File: config.mk
export PLATFORM = sky130hd
export DESIGN_NAME = swp_pivot
export DESIGN_NICKNAME = d
export VERILOG_FILES = /design/src/rtl/core/swp_pkg.sv /design/src/rtl/core/swp_pivot.sv
export SDC_FILE = /design/constraint.sdc
export NUM_CORES = 1
export LEC_CHECK = 0
export ABC_AREA = 0
export BUFFER_PORTS_ARGS = -buffer_cell sky130_fd_sc_hd__clkbuf_2
export CAP_MARGIN = 25
export CORE_AREA = 4 4 107 109
export CTS_BUF_LIST = sky130_fd_sc_hd__clkbuf_8
export CTS_CLUSTER_SIZE = 24
export DETAILED_ROUTE_END_ITERATION = 10
export DIE_AREA = 0 0 111 113
export PLACE_DENSITY = 0.79
export SETUP_SLACK_MARGIN = 0.5
export SYNTH_ARGS = -nofsm -noshare
export SYNTH_HDL_FRONTEND = slang
export SYNTH_SLANG_ARGS = --single-unit
File: constraint.sdc
create_clock -name i_clk -period 1.9 [get_ports i_clk]
set_input_delay 0.57 -clock i_clk [delete_from_list [all_inputs] [get_ports i_clk]]
set_output_delay 0.57 -clock i_clk [all_outputs]
set_load 0.03 [all_outputs]
File: src/rtl/core/swp_pkg.sv
// swp_pkg: shared types and constants for the swing pivot segment detector
// holds payload structs, config register indexes and fixed field widths
// no dependencies
package swp_pkg;

    localparam int PRICE_BITS    = 32;
    localparam int INDEX_BITS    = 16;
    localparam int CFG_BITS      = 5;
    localparam int CFG_ADDR_BITS = 1;

    // config register indexes
    localparam logic [CFG_ADDR_BITS-1:0] CFG_LOOKBACK    = 1'b0;
    localparam logic [CFG_ADDR_BITS-1:0] CFG_USE_SHADOWS = 1'b1;

    localparam logic [CFG_BITS-1:0] LOOKBACK_RST    = 5'd2;
    localparam logic                USE_SHADOWS_RST = 1'b1;

    // segment kinds
    localparam logic KIND_LOW  = 1'b0;
    localparam logic KIND_HIGH = 1'b1;

    // results a single bar can cause, and output queue depth
    localparam int MAX_RESULTS = 2;
    localparam int OUTQ_DEPTH  = 4;

    typedef logic [PRICE_BITS-1:0] t_price;
    typedef logic [INDEX_BITS-1:0] t_index;

    typedef struct packed {
        t_price high_price;
        t_price low_price;
        t_price close_price;
        logic   series_start;
    } t_in_item;

    typedef struct packed {
        logic   segment_kind;
        t_index start_index;
        t_price start_price;
        t_index end_index;
        t_price end_price;
        logic   last_of_run;
    } t_out_item;

    typedef struct packed {
        logic   is_low;
        logic   is_high;
        t_index centre_idx;
        t_price hi_price;
        t_price lo_price;
    } t_pivot_evt;

    typedef struct packed {
        logic      lo_vld;
        logic      hi_vld;
        t_out_item lo_seg;
        t_out_item hi_seg;
    } t_seg_wr;

endpackage

File: src/rtl/core/swp_pivot.sv
// swp_pivot: last pivot of each kind and segment building
// depends on swp_pkg
module swp_pivot (
    input  logic                i_clk,
    input  logic                i_rst_n,
    input  logic                i_clear,
    input  logic                i_evt_vld,
    input  swp_pkg::t_pivot_evt i_evt,
    output swp_pkg::t_seg_wr    o_wr
);
    import swp_pkg::*;

    logic   r_lo_vld;
    t_index r_lo_idx;
    t_price r_lo_price;
    logic   r_hi_vld;
    t_index r_hi_idx;
    t_price r_hi_price;

    logic lo_piv;
    logic hi_piv;
    logic lo_emit;
    logic hi_emit;

    assign lo_piv  = i_evt_vld && i_evt.is_low;
    assign hi_piv  = i_evt_vld && i_evt.is_high;
    assign lo_emit = lo_piv && r_lo_vld;
    assign hi_emit = hi_piv && r_hi_vld;

    // a series start clears at the same edge an older bar is evaluated, and wins
    always_ff @(posedge i_clk) begin
        if (!i_rst_n) begin
            r_lo_vld <= 1'b0;
            r_hi_vld <= 1'b0;
        end else if (i_clear) begin
            r_lo_vld <= 1'b0;
            r_hi_vld <= 1'b0;
        end else begin
            if (lo_piv) begin
                r_lo_vld <= 1'b1;
            end
            if (hi_piv) begin
                r_hi_vld <= 1'b1;
            end
        end
    end

    always_ff @(posedge i_clk) begin
        if (lo_piv) begin
            r_lo_idx   <= i_evt.centre_idx;
            r_lo_price <= i_evt.lo_price;
        end
        if (hi_piv) begin
            r_hi_idx   <= i_evt.centre_idx;
            r_hi_price <= i_evt.hi_price;
        end
    end

    always_comb begin
        o_wr.lo_vld = lo_emit;
        o_wr.hi_vld = hi_emit;

        o_wr.lo_seg.segment_kind = KIND_LOW;
        o_wr.lo_seg.start_index  = r_lo_idx;
        o_wr.lo_seg.start_price  = r_lo_price;
        o_wr.lo_seg.end_index    = i_evt.centre_idx;
        o_wr.lo_seg.end_price    = i_evt.lo_price;
        o_wr.lo_seg.last_of_run  = !hi_emit;

        o_wr.hi_seg.segment_kind = KIND_HIGH;
        o_wr.hi_seg.start_index  = r_hi_idx;
        o_wr.hi_seg.start_price  = r_hi_price;
        o_wr.hi_seg.end_index    = i_evt.centre_idx;
        o_wr.hi_seg.end_price    = i_evt.hi_price;
        o_wr.hi_seg.last_of_run  = 1'b1;
    end

endmodule

# Yosys cells after proc, flatten, opt, wreduce, memory -nomap -nowiden
# Index checks and enable logic that the tools add are counted.
op_classes:
  bitwise: 1
  reduce_logical: 6
op_table:
  columns: ["op", "count"]
  rows:
  - ["1-bit logical AND", 4]
  - ["2-bit OR reduction", 1]
  - ["1-bit zero test", 1]
  - ["1-bit NOT", 1]
word_totals:
  reg_bits: 98
  in_bits: 86

# Longest topological paths before layout
logic_depth:
  depth_word: 3
  ltp_mapped: 2
  mapped_depth_nobuf: 2

# Worst setup path after synthesis
# No wires, ideal clock.
synth_timing:
  kind: "input-to-reg"
  from: "input port i_evt[80] (netlist bit)"
  to: "register r_hi_idx[0], enable pin"
  arrival_ns: 1.240
  required_time_ns: 1.516
  path_slack_ns: 0.276
  cell_stages: 1
  path_cell_list: "and2_2"
synth_via:
  elab_chain_cells: 1
synth_rtl:
  columns: ["item", "line", "text"]
  rows:
  - ["start: declaration", "swp_pivot.sv:8", "input swp_pkg::t_pivot_evt i_evt,"]
  - ["1-bit logical AND", "swp_pivot.sv:26", "assign hi_piv = i_evt_vld && i_evt.is_high;"]
  - ["end signal: assignment", "swp_pivot.sv:54", "r_hi_idx <= i_evt.centre_idx;"]
  - ["end: declaration", "swp_pivot.sv:17", "t_index r_hi_idx;"]
# Every way passes these cells.
# A chain may end at the register's enable or synchronous reset.

==> metrics.cfg <==
[setup_path]
critPathMaxFanout=6
required_ps=1330
worstSetupPathType=in2out
end_kind=primary output
r2r_start=r_hi_vld
startpoint=i_evt_vld
crit_arrival_ps=1060
critical_path.startpoint_type=primary input

[finish]
multi_input_area_sq_um=75.1
final_nets=513
fin_util_pct=67.4
nFillCells=633
diodes=0
regArea_sq_mm=0.00293
drive_gt1_share_pct=75.7
syn_to_final_growth_pct=90.6

[place]
portBuffers=280
dp_hpwl_mm=7.00
place_congestion=0.828

[timing]
clock.fmax_ghz=0.613
period_needed_ps=1630
hold_viol_final=0
finalSetupViolCount=0
fin_crit_sh_pct=85.8
skew_ps=0
drv_slew=0
holdWs_ps=388
rsz0062_at_grt=true
tns_ps=0

[yosys]
seq_area_frac_synth_pct=77.9
yosys.cell_types.count=11
netlist_instances=211
netlist_area_sq_mm=0.00375
synth_area_per_cell_sq_um=17.8
synth_seq_cells=98
yosysWarnings=0

[clock_tree]
cts_tree=built
numClockSinks=98
clkTransAtPathRegs_ps=100
root_buffer=clkbuf_8
cts_made_buffers=9
clock_tree.buffer_depth=2
htree_levels=3
insertion_delay_ps=350

[routing]
dr_total_vias=2454
drc_errors=0
drtIter0Drc=55
wire_per_inst_um=21.2
antenna_left=0
finalWirelength_mm=12.1
viasPerCell=4.29
first_pass_iters=4

[global_route]
grt_max_degree=49
grt.overflow.total=0
grt_pass1_wl_mm=17.2
track_usage_pct=18.5
antenna_found_initial=0
grt_pass1_vias=2802

[pwr]
p_per_area_mw_per_mm2=785
leakagePower_nw=3.07
peakVddDrop_mv=0.452
p_total_mw=5.61

[worst_hold_path]
min_from=i_evt[10]
min_path_type=in2reg

[floorplanning]
start_util_pct=35.4
die_x_um=111
coreArea_sq_mm=0.0106
fp.dieH_um=113
io_pins=284
die_area_sq_mm=0.0125
rows=38

[outcome]
status=completed

[run]
maxCapViolCount=0

final timing paths:
check                   endpoint  slack [ps]  cells past startpoint
hold / removal    r_lo_price[10]         390                      1
hold reg to reg         r_lo_vld         500                      2
setup / recovery       o_wr[196]         270                      3
setup reg to reg        r_hi_vld        1190                      3
cell type report:
class                           count  share of cell area [%]
Timing Repair Buffer              305                    52.3
Sequential cell                    98                    40.9
Tap cell                          140                    2.45
Clock buffer                        9                    1.73
Clock inverter                      7                    1.40
Multi-Input combinational cell     12                    1.05
Inverter                            1                  0.0876
flip-flops by register name (all words and copies together) (netlist names):
signal,count
r_hi_vld,1
r_hi_price,32
r_lo_price,32
r_hi_idx,16
r_lo_idx,16
r_lo_vld,1
metrics by stage:
| step | area [sq um] | setup WS (ps) | instances |
|---|---|---|---|
| floorplan | 3770 | 461 | 212 |
| global placement | 4640 | 212 | 534 |
| detailed placement | 4640 | 197 | 534 |
| CTS | 6890 | 242 | 572 |
| global route | 7150 | 227 | 572 |
| finish | 7150 | 270 | 572 |
cells in the mapped netlist:
cell type	instances	area share, %
buf_4	101	20
edfxtp_1	96	77
a21oi_1	2	0.27
and2_2	2	0.40
conb_1	2	0.20
dfxtp_1	2	1.1
nor2_1	2	0.20
and3_2	1	0.20
and3_4	1	0.30
inv_2	1	0.10
nand2b_1	1	0.17
critical path, cell delays in order:
cell	delay, ps
clkbuf_8	120
and3_4	210
clkbuf_8	160
where the power goes:
part | internal (mW) | leakage [nW] | switching [mW]
sequential | 2.53 | 0.918 | 0.0654
combinational | 0.723 | 2.04 | 0.782
clock | 0.754 | 0.109 | 0.755
total | 4.01 | 3.07 | 1.60
what timing repair did:
item | 4_1_cts | 5_1_grt
hold buffers | 0 | 0
setup buffers | 22 | 0
endpoints found under the setup margin | 195 | 180
gates resized for setup | 406 | 167
cells in the final DEF (no fill, tap or decap):
master      count
clkbuf_8      110
buf_8         103
edfxtp_1       96
clkbuf_2       47
buf_4          25
buf_6          24
conb_1          3
buf_12          3
and2_4          2
and3_4          2
a21oi_1         2
nor2_1          2
bufinv_16       2
clkbuf_16       2
dfxtp_2         2
inv_4           1
nand2b_1        1
clkinv_1        1
clkinvlp_4      1
inv_8           1
clkinv_4        1
inv_6           1
logic make-up (layout without fill, tap and decap cells):
| kind of cell | Yosys count | after routing | synth area share [%] |
|---|---|---|---|
| flops | 98 | 98 | 77.9 |
| buf+inv | 102 | 322 | 20.3 |
| other cells | 2 | 3 | 0.200 |
| simple gates | 7 | 7 | 1.27 |
| compound gates | 2 | 2 | 0.267 |
routing by layer:
| layer | vias to the layer above | part of all wire [%] | track usage, % |
|---|---|---|---|
| met1 | 1177 | 32 | 17.6 |
| met3 | 18 | 9.6 | 7.27 |
| met4 | 0 | 2.1 | 6.65 |
| met2 | 182 | 56 | 35.6 |
| met5 | - | 0 | 0 |
| li1 | 1077 | - | - |
Note: power is estimated with default switching activity, not from simulation.
