`src/rtl/core/swp_pkg.sv`:
```
// swp_pkg: shared types and constants for the swing pivot segment detector
// holds payload structs, config register indexes and fixed field widths
// no dependencies
package swp_pkg;

    localparam int PRICE_BITS    = 32;
    localparam int INDEX_BITS    = 16;
    localparam int CFG_BITS      = 5;
    localparam int CFG_ADDR_BITS = 1;

    // config register indexes
    localparam logic [CFG_ADDR_BITS-1:0] CFG_LOOKBACK    = 1'b0;
    localparam logic [CFG_ADDR_BITS-1:0] CFG_USE_SHADOWS = 1'b1;

    localparam logic [CFG_BITS-1:0] LOOKBACK_RST    = 5'd2;
    localparam logic                USE_SHADOWS_RST = 1'b1;

    // segment kinds
    localparam logic KIND_LOW  = 1'b0;
    localparam logic KIND_HIGH = 1'b1;

    // results a single bar can cause, and output queue depth
    localparam int MAX_RESULTS = 2;
    localparam int OUTQ_DEPTH  = 4;

    typedef logic [PRICE_BITS-1:0] t_price;
    typedef logic [INDEX_BITS-1:0] t_index;

    typedef struct packed {
        t_price high_price;
        t_price low_price;
        t_price close_price;
        logic   series_start;
    } t_in_item;

    typedef struct packed {
        logic   segment_kind;
        t_index start_index;
        t_price start_price;
        t_index end_index;
        t_price end_price;
        logic   last_of_run;
    } t_out_item;

    typedef struct packed {
        logic   is_low;
        logic   is_high;
        t_index centre_idx;
        t_price hi_price;
        t_price lo_price;
    } t_pivot_evt;

    typedef struct packed {
        logic      lo_vld;
        logic      hi_vld;
        t_out_item lo_seg;
        t_out_item hi_seg;
    } t_seg_wr;

endpackage

```
`src/rtl/core/swp_outq.sv`:
```
// swp_outq: small result queue taking up to two segments per cycle
// depends on swp_pkg
module swp_outq (
    input  logic                                  i_clk,
    input  logic                                  i_rst_n,
    input  swp_pkg::t_seg_wr                      i_wr,
    input  logic                                  i_pend,
    output logic                                  o_room,
    output logic                                  o_valid,
    output swp_pkg::t_out_item                    o_item,
    input  logic                                  i_stall,
    output logic [$clog2(swp_pkg::OUTQ_DEPTH+1)-1:0] o_count
);
    import swp_pkg::*;

    localparam int PTR_W = $clog2(OUTQ_DEPTH);
    localparam int CNT_W = $clog2(OUTQ_DEPTH + 1);
    localparam int WN_W  = $clog2(MAX_RESULTS + 1);

    t_out_item          r_mem [OUTQ_DEPTH];
    logic [PTR_W-1:0]   r_wr_ptr;
    logic [PTR_W-1:0]   r_rd_ptr;
    logic [CNT_W-1:0]   r_count;

    logic [WN_W-1:0]    wn;
    logic               pop;
    t_out_item          e0;
    logic [CNT_W:0]     need;

    assign wn  = WN_W'(i_wr.lo_vld) + WN_W'(i_wr.hi_vld);
    assign pop = o_valid && !i_stall;
    assign e0  = i_wr.lo_vld ? i_wr.lo_seg : i_wr.hi_seg;

    always_ff @(posedge i_clk) begin
        if (!i_rst_n) begin
            r_wr_ptr <= '0;
            r_rd_ptr <= '0;
            r_count  <= '0;
        end else begin
            r_wr_ptr <= r_wr_ptr + PTR_W'(wn);
            r_rd_ptr <= r_rd_ptr + PTR_W'(pop);
            r_count  <= r_count + CNT_W'(wn) - CNT_W'(pop);
        end
    end

    always_ff @(posedge i_clk) begin
        if (wn != '0) begin
            r_mem[r_wr_ptr] <= e0;
        end
        if (i_wr.lo_vld && i_wr.hi_vld) begin
            r_mem[r_wr_ptr + PTR_W'(1)] <= i_wr.hi_seg;
        end
    end

    // reserve room for the bar now being evaluated and for one more
    assign need   = {1'b0, r_count} + (i_pend ? (CNT_W+1)'(MAX_RESULTS) : '0);
    assign o_room = need <= (CNT_W+1)'(OUTQ_DEPTH - MAX_RESULTS);

    assign o_valid = r_count != '0;
    assign o_item  = r_mem[r_rd_ptr];
    assign o_count = r_count;

endmodule
```
`config.mk`:
```
export PLATFORM = sky130hd
export DESIGN_NAME = swp_outq
export DESIGN_NICKNAME = d
export VERILOG_FILES = /design/src/rtl/core/swp_pkg.sv /design/src/rtl/core/swp_outq.sv
export SDC_FILE = /design/constraint.sdc
export NUM_CORES = 1
export LEC_CHECK = 0
export ABC_CLOCK_PERIOD_IN_PS = 30900
export BUFFER_PORTS_ARGS = -buffer_cell sky130_fd_sc_hd__buf_4
export CAP_MARGIN = 20
export CORE_MARGIN = 4
export CORE_UTILIZATION = 25
export CTS_CLUSTER_SIZE = 40
export DETAILED_ROUTE_END_ITERATION = 7
export PLACE_DENSITY = 0.39
export SLEW_MARGIN = 10
export SYNTH_ARGS = -nofsm -noshare
export SYNTH_HDL_FRONTEND = slang
export SYNTH_SLANG_ARGS = --single-unit
```
`constraint.sdc`:
```
create_clock -name i_clk -period 30.9 [get_ports i_clk]
set_input_delay 4.635 -clock i_clk [delete_from_list [all_inputs] [get_ports i_clk]]
set_output_delay 4.635 -clock i_clk [all_outputs]
set_load 0.1 [all_outputs]
```
== Yosys cells after proc, flatten, opt, wreduce, memory -nomap -nowiden ==
Memories as Yosys holds them, arrays and structs flattened. A register that Yosys moved wholly into a read port is not among the register bits.
Index checks and enable logic that the tools add are counted.

* Multiplexer cells: 7
* Add/sub/neg operators: 7
* Order comparisons: 1
* Reductions and logical operators: 5

{| class="wikitable"
|+ Operators by type and width
! kind !! count
|-
| $mux 98 || 1
|-
| $add 3x2->4 || 1
|-
| $le 4x2->1 const B || 1
|-
| $mux 1 || 4
|-
| $mux 2 || 2
|-
| $add 3x2->3 || 1
|-
| $reduce_bool 3->1 || 1
|-
| $sub 3x1->3 || 1
|-
| $add 1x1->2 || 1
|-
| $add 2x1->2 || 1
|-
| $add 2x1->2 const B || 1
|-
| $add 2x2->2 || 1
|-
| $logic_and 1x1->1 || 2
|-
| $reduce_bool 2->1 || 1
|-
| $logic_not 1->1 || 1
|}

* Output and inout port bits: 103
* Memories: 1
* Logic and storage cells: 24
* Memory bits (writable): 392
* Bits of input ports: 202
* Flip-flop bits (word level): 7

{| class="wikitable"
|+ Memories
! name !! depth !! bits a word !! read ports !! clocked after Yosys merged registers in !! wr ports !! RTL line !! RTL
|-
| r_mem || 4 || 98 || 1 || 1 || 2 || swp_outq.sv:20 || <nowiki>t_out_item r_mem [OUTQ_DEPTH];</nowiki>
|}

== Longest topological paths before layout ==
* Depth in word-level cells: 4
* Mapped depth: 13
* Depth with buffers taken out: 10

== Least setup slack after synthesis ==
OpenSTA, ideal clock, no wires.

* Path type: in2reg
* Start point: input i_wr[197] (netlist bit)
* End point: memory r_mem[3][0] (netlist bit) (enable)
* Path slack: 17.591 ns
* Buffers on the path: 3
* Cell stages on the path: 7
* Required time: 30.195 ns
* Library setup time: 0.705 ns
* Arrival time: 12.604 ns
* Path through: buf_2 -> buf_2 -> buf_2 -> inv_1 -> ha_1 -> nand2b_1 -> a21boi_0

{| class="wikitable"
|+ RTL lines
! item !! RTL line !! RTL
|-
| start, declared || swp_outq.sv:6 || <nowiki>input swp_pkg::t_seg_wr i_wr,</nowiki>
|-
| end, declared || swp_outq.sv:20 ||
|}

== Final worst setup path ==
* Start point: input i_pend
* End point: output o_room

* Word-level cells in the longest chain between the ends: 3

{| class="wikitable"
|+ RTL lines
! item !! RTL line !! RTL
|-
| start, declared || swp_outq.sv:7 || <nowiki>input logic i_pend,</nowiki>
|-
| $mux 2 || swp_outq.sv:56 || <nowiki>assign need = {1'b0, r_count} + (i_pend ? (CNT_W+1)'(MAX_RESULTS) : '0);</nowiki>
|-
| $add 3x2->4 || swp_outq.sv:56 ||
|-
| $le 4x2->1 || swp_outq.sv:57 || <nowiki>assign o_room = need <= (CNT_W+1)'(OUTQ_DEPTH - MAX_RESULTS);</nowiki>
|-
| end, declared || swp_outq.sv:8 || <nowiki>output logic o_room,</nowiki>
|}

No other way between the ends.

==> qor.yml <==
outcome: "completed"
syn_to_final_growth_pct: 22.25
start_util: 0.2527
synth_area_um2: 20750
htree_levels: 2
die_w_um: 296.1
cts_buffers: 50
root_buffer: "clkbuf_16"
ant_nets: 0
final_nets: 1915
cp_cell_sequence: "buf_4 -> ha_1 -> a211oi_1 -> buf_4"
min_path_type: "register to register"
ys_seq_area_frac: 0.5741
synth-simple-area-share: 0.1003
yosysWarnings: 0
holdWs_ns: 0.6961
grt_usage: 0.1617
switching_share: 0.4397
synth.distinct_cells: 30
seqPwrFrac: 0.318
totalPowerFinal_mw: 2.277
die_y_um: 296.1
cp_max_fo: 1
synthAdderAreaFrac: 0.005789
grt_max_degree: 82
antenna_found_initial: 11
synthXorXnorAreaFrac: 0.002593
worstSetupStartpointType: "primary input"
slew_headroom: 0.2794
path_buf_inv: 2
post-cts-setup-buffer-count: 0
cp-end-kind: "output pin"
crit_slowest_cell: "buf_4"
power_frac_comb: 0.431
die_area_um2: 87670
place_inst: 2722
fillers: 8192
syn_nets: 1689
drt_iter0_markers: 1328
tns_ns: 0
leakage_nw: 8.446
path_class: "primary input to output pin"
power_density_nw_per_um2: 89.75
syn-instance-count: 1478
switchingPower_mw: 1.001
synth_mux_area_frac: 0.1064
synth_top_family_by_area: "compound AO/OA/AOI/OAI gates"
place_congestion: 0.7107
worst_pin_slew_ns: 1.081
drive_above_1_share: 0.2910
met1_usage: 0.2106
grt_pass1_wl_um: 105200
placed_cell_area_um2: 23760
grt-busiest-layer: "met2"
cts_buffer_depth: 3
critical_path.max_stage_delay_ns: 0.35
clock_latency_ns: 0.59
cp.required_ns: 26.27
grt_use_met3: 0.02584
arrival_ns: 5.67
core_um2: 82110
io_pins: 305
ir_worst_vdd_mv: 0.07799
post-route-min-period_ns: 10.31
p_clk_frac: 0.251
critPathTopFamily: "buffers and inverters"
clkTransAtPathRegs_ns: 0.06
io_buffers: 304
vias_per_cell: 5.423
vias: 15330
design_area_um2: 25360
fin_crit_sh: 0.3337
tritoncts: "built"
cts_resized: 0
fmax_ghz: 0.09699
first_pass_iters: 5
post_drt_wl_per_cell_um: 25.91
cts.sinks: 399
globalRouteOverflowTotal: 0
crit_top_cell: "buf_4"
report.final.slew_viol_count: 0
met2_usage: 0.2773
maxCapViolCount: 0
dp_hpwl_um: 41010
grt_pass1_vias: 15730
stdcell_count: 2826
finalClockSkew_ns: 0.01110
postCtsHoldBufs: 0
internal_power_mw: 1.275
rsz0062_at_grt: "no"
wl_um: 73240
drc: 0
finalSetupViolations: 0
rows: 105
synth_seq_cells: 399
synth_compound_area_frac: 0.1671
syn_avg_cell_area_um2: 14.04
hold_viol_final: 0
-- sequential cells by signal (all words and copies together) (netlist names) --
name	flops
o_count	3
r_rd_ptr	2
r_wr_ptr	2
r_mem	392
-- area by class of cell --
class | count | area (µm²) | area share
sequential | 399 | 11920 | 0.4701
multi-input combinational | 917 | 7994 | 0.3152
timing repair buffer | 329 | 2474 | 0.09752
clock buffer | 66 | 1375 | 0.05421
tap | 1070 | 1339 | 0.05278
clock inverter | 28 | 209.0 | 0.008238
inverter | 7 | 26.28 | 0.001036
antenna | 10 | 25.02 | 0.0009866
-- worst reg2reg max path: stages, from the launching register on --
cell and delay [ns]:
dfxtp_4 0.80, buf_4 0.81, and3b_4 1.02, buf_4 0.83, o221ai_1 0.31
-- through the flow --
step / setup slack (ns) / util
5_1_grt: 20.56 / 0.3088
3_3_place_gp: 20.60 / 0.2893
2_1_floorplan: 17.59 / -
6_report: 20.59 / 0.3089
3_5_place_dp: 20.58 / 0.2893
4_1_cts: 20.57 / 0.3086
-- synthesized netlist by cell type --
cell type  instances  share of area
edfxtp_1         392           0.57
o221ai_1         391           0.17
nand2b_1         198          0.060
nand2_1          197          0.036
mux4_2            98           0.11
buf_2             84          0.020
clkbuf_1          34         0.0062
buf_6             20          0.011
buf_4             12         0.0043
ha_1               8         0.0048
dfxtp_1            7         0.0068
inv_1              7         0.0013
and2_1             5         0.0015
buf_1              5        0.00090
nor2b_1            3        0.00090
and3b_1            2        0.00084
xnor3_1            2         0.0022
a211oi_1           1        0.00036
a21boi_0           1        0.00036
a21o_1             1        0.00036
a21oi_1            1        0.00024
and3_1             1        0.00030
fa_1               1        0.00096
nor2_1             1        0.00018
nor3_1             1        0.00024
nor3b_1            1        0.00036
o221ai_2           1        0.00072
or2_2              1        0.00030
or3_1              1        0.00030
xor2_1             1        0.00042
-- final timing paths --
kind	from	end	slack (ns)	cells past startpoint
worst max-delay path	i_pend	o_room	20.59	4
worst min-delay path	o_count[0]	o_count[0]	0.70	2
worst max register to register	r_wr_ptr[1]	r_mem[3][51]	26.84	4
worst min register to register	o_count[0]	o_count[0]	0.70	2
-- power by group through the flow --
stage | registers [mW] | clock network (mW) | logic, mW
2_1_floorplan | 0.730 | 0 | 0.762
4_1_cts | 0.727 | 0.586 | 0.998
3_5_place_dp | 0.738 | 0 | 0.996
6_report | 0.724 | 0.572 | 0.980
5_1_grt | 0.733 | 0.612 | 1.02
3_3_place_gp | 0.736 | 0 | 0.995
-- cell usage in the layout, fill, tap and decap left out, types with 3 or more instances in the layout --
| cell | n |
|---|---|
| o221ai_1 | 391 |
| mux4_2 | 98 |
| clkinv_1 | 14 |
| clkbuf_1 | 13 |
| inv_1 | 7 |
| clkbuf_16 | 53 |
| nor2b_1 | 3 |
| nand2b_1 | 197 |
| dfxtp_4 | 3 |
| and2_1 | 5 |
| clkinv_2 | 8 |
| ha_1 | 8 |
| dfxtp_1 | 4 |
| edfxtp_1 | 392 |
| buf_4 | 328 |
| diode_2 | 10 |
| nand2_1 | 196 |
| bufinv_16 | 3 |
-- routing by layer --
layer  share of wire  wire (µm)
met1            0.42      30550
met2            0.50      36620
met3           0.058       4223
met4           0.025       1824
met5         0.00027         20
-- logic make-up after synthesis --
| group | after synthesis |
|---|---|
| simple gates | 411 |
| flops | 399 |
| compound gates | 396 |
| buf+inv | 162 |
| mux | 98 |
| fa+ha+maj | 9 |
| xor+xnor | 3 |
(Power assumes the default switching activity.)
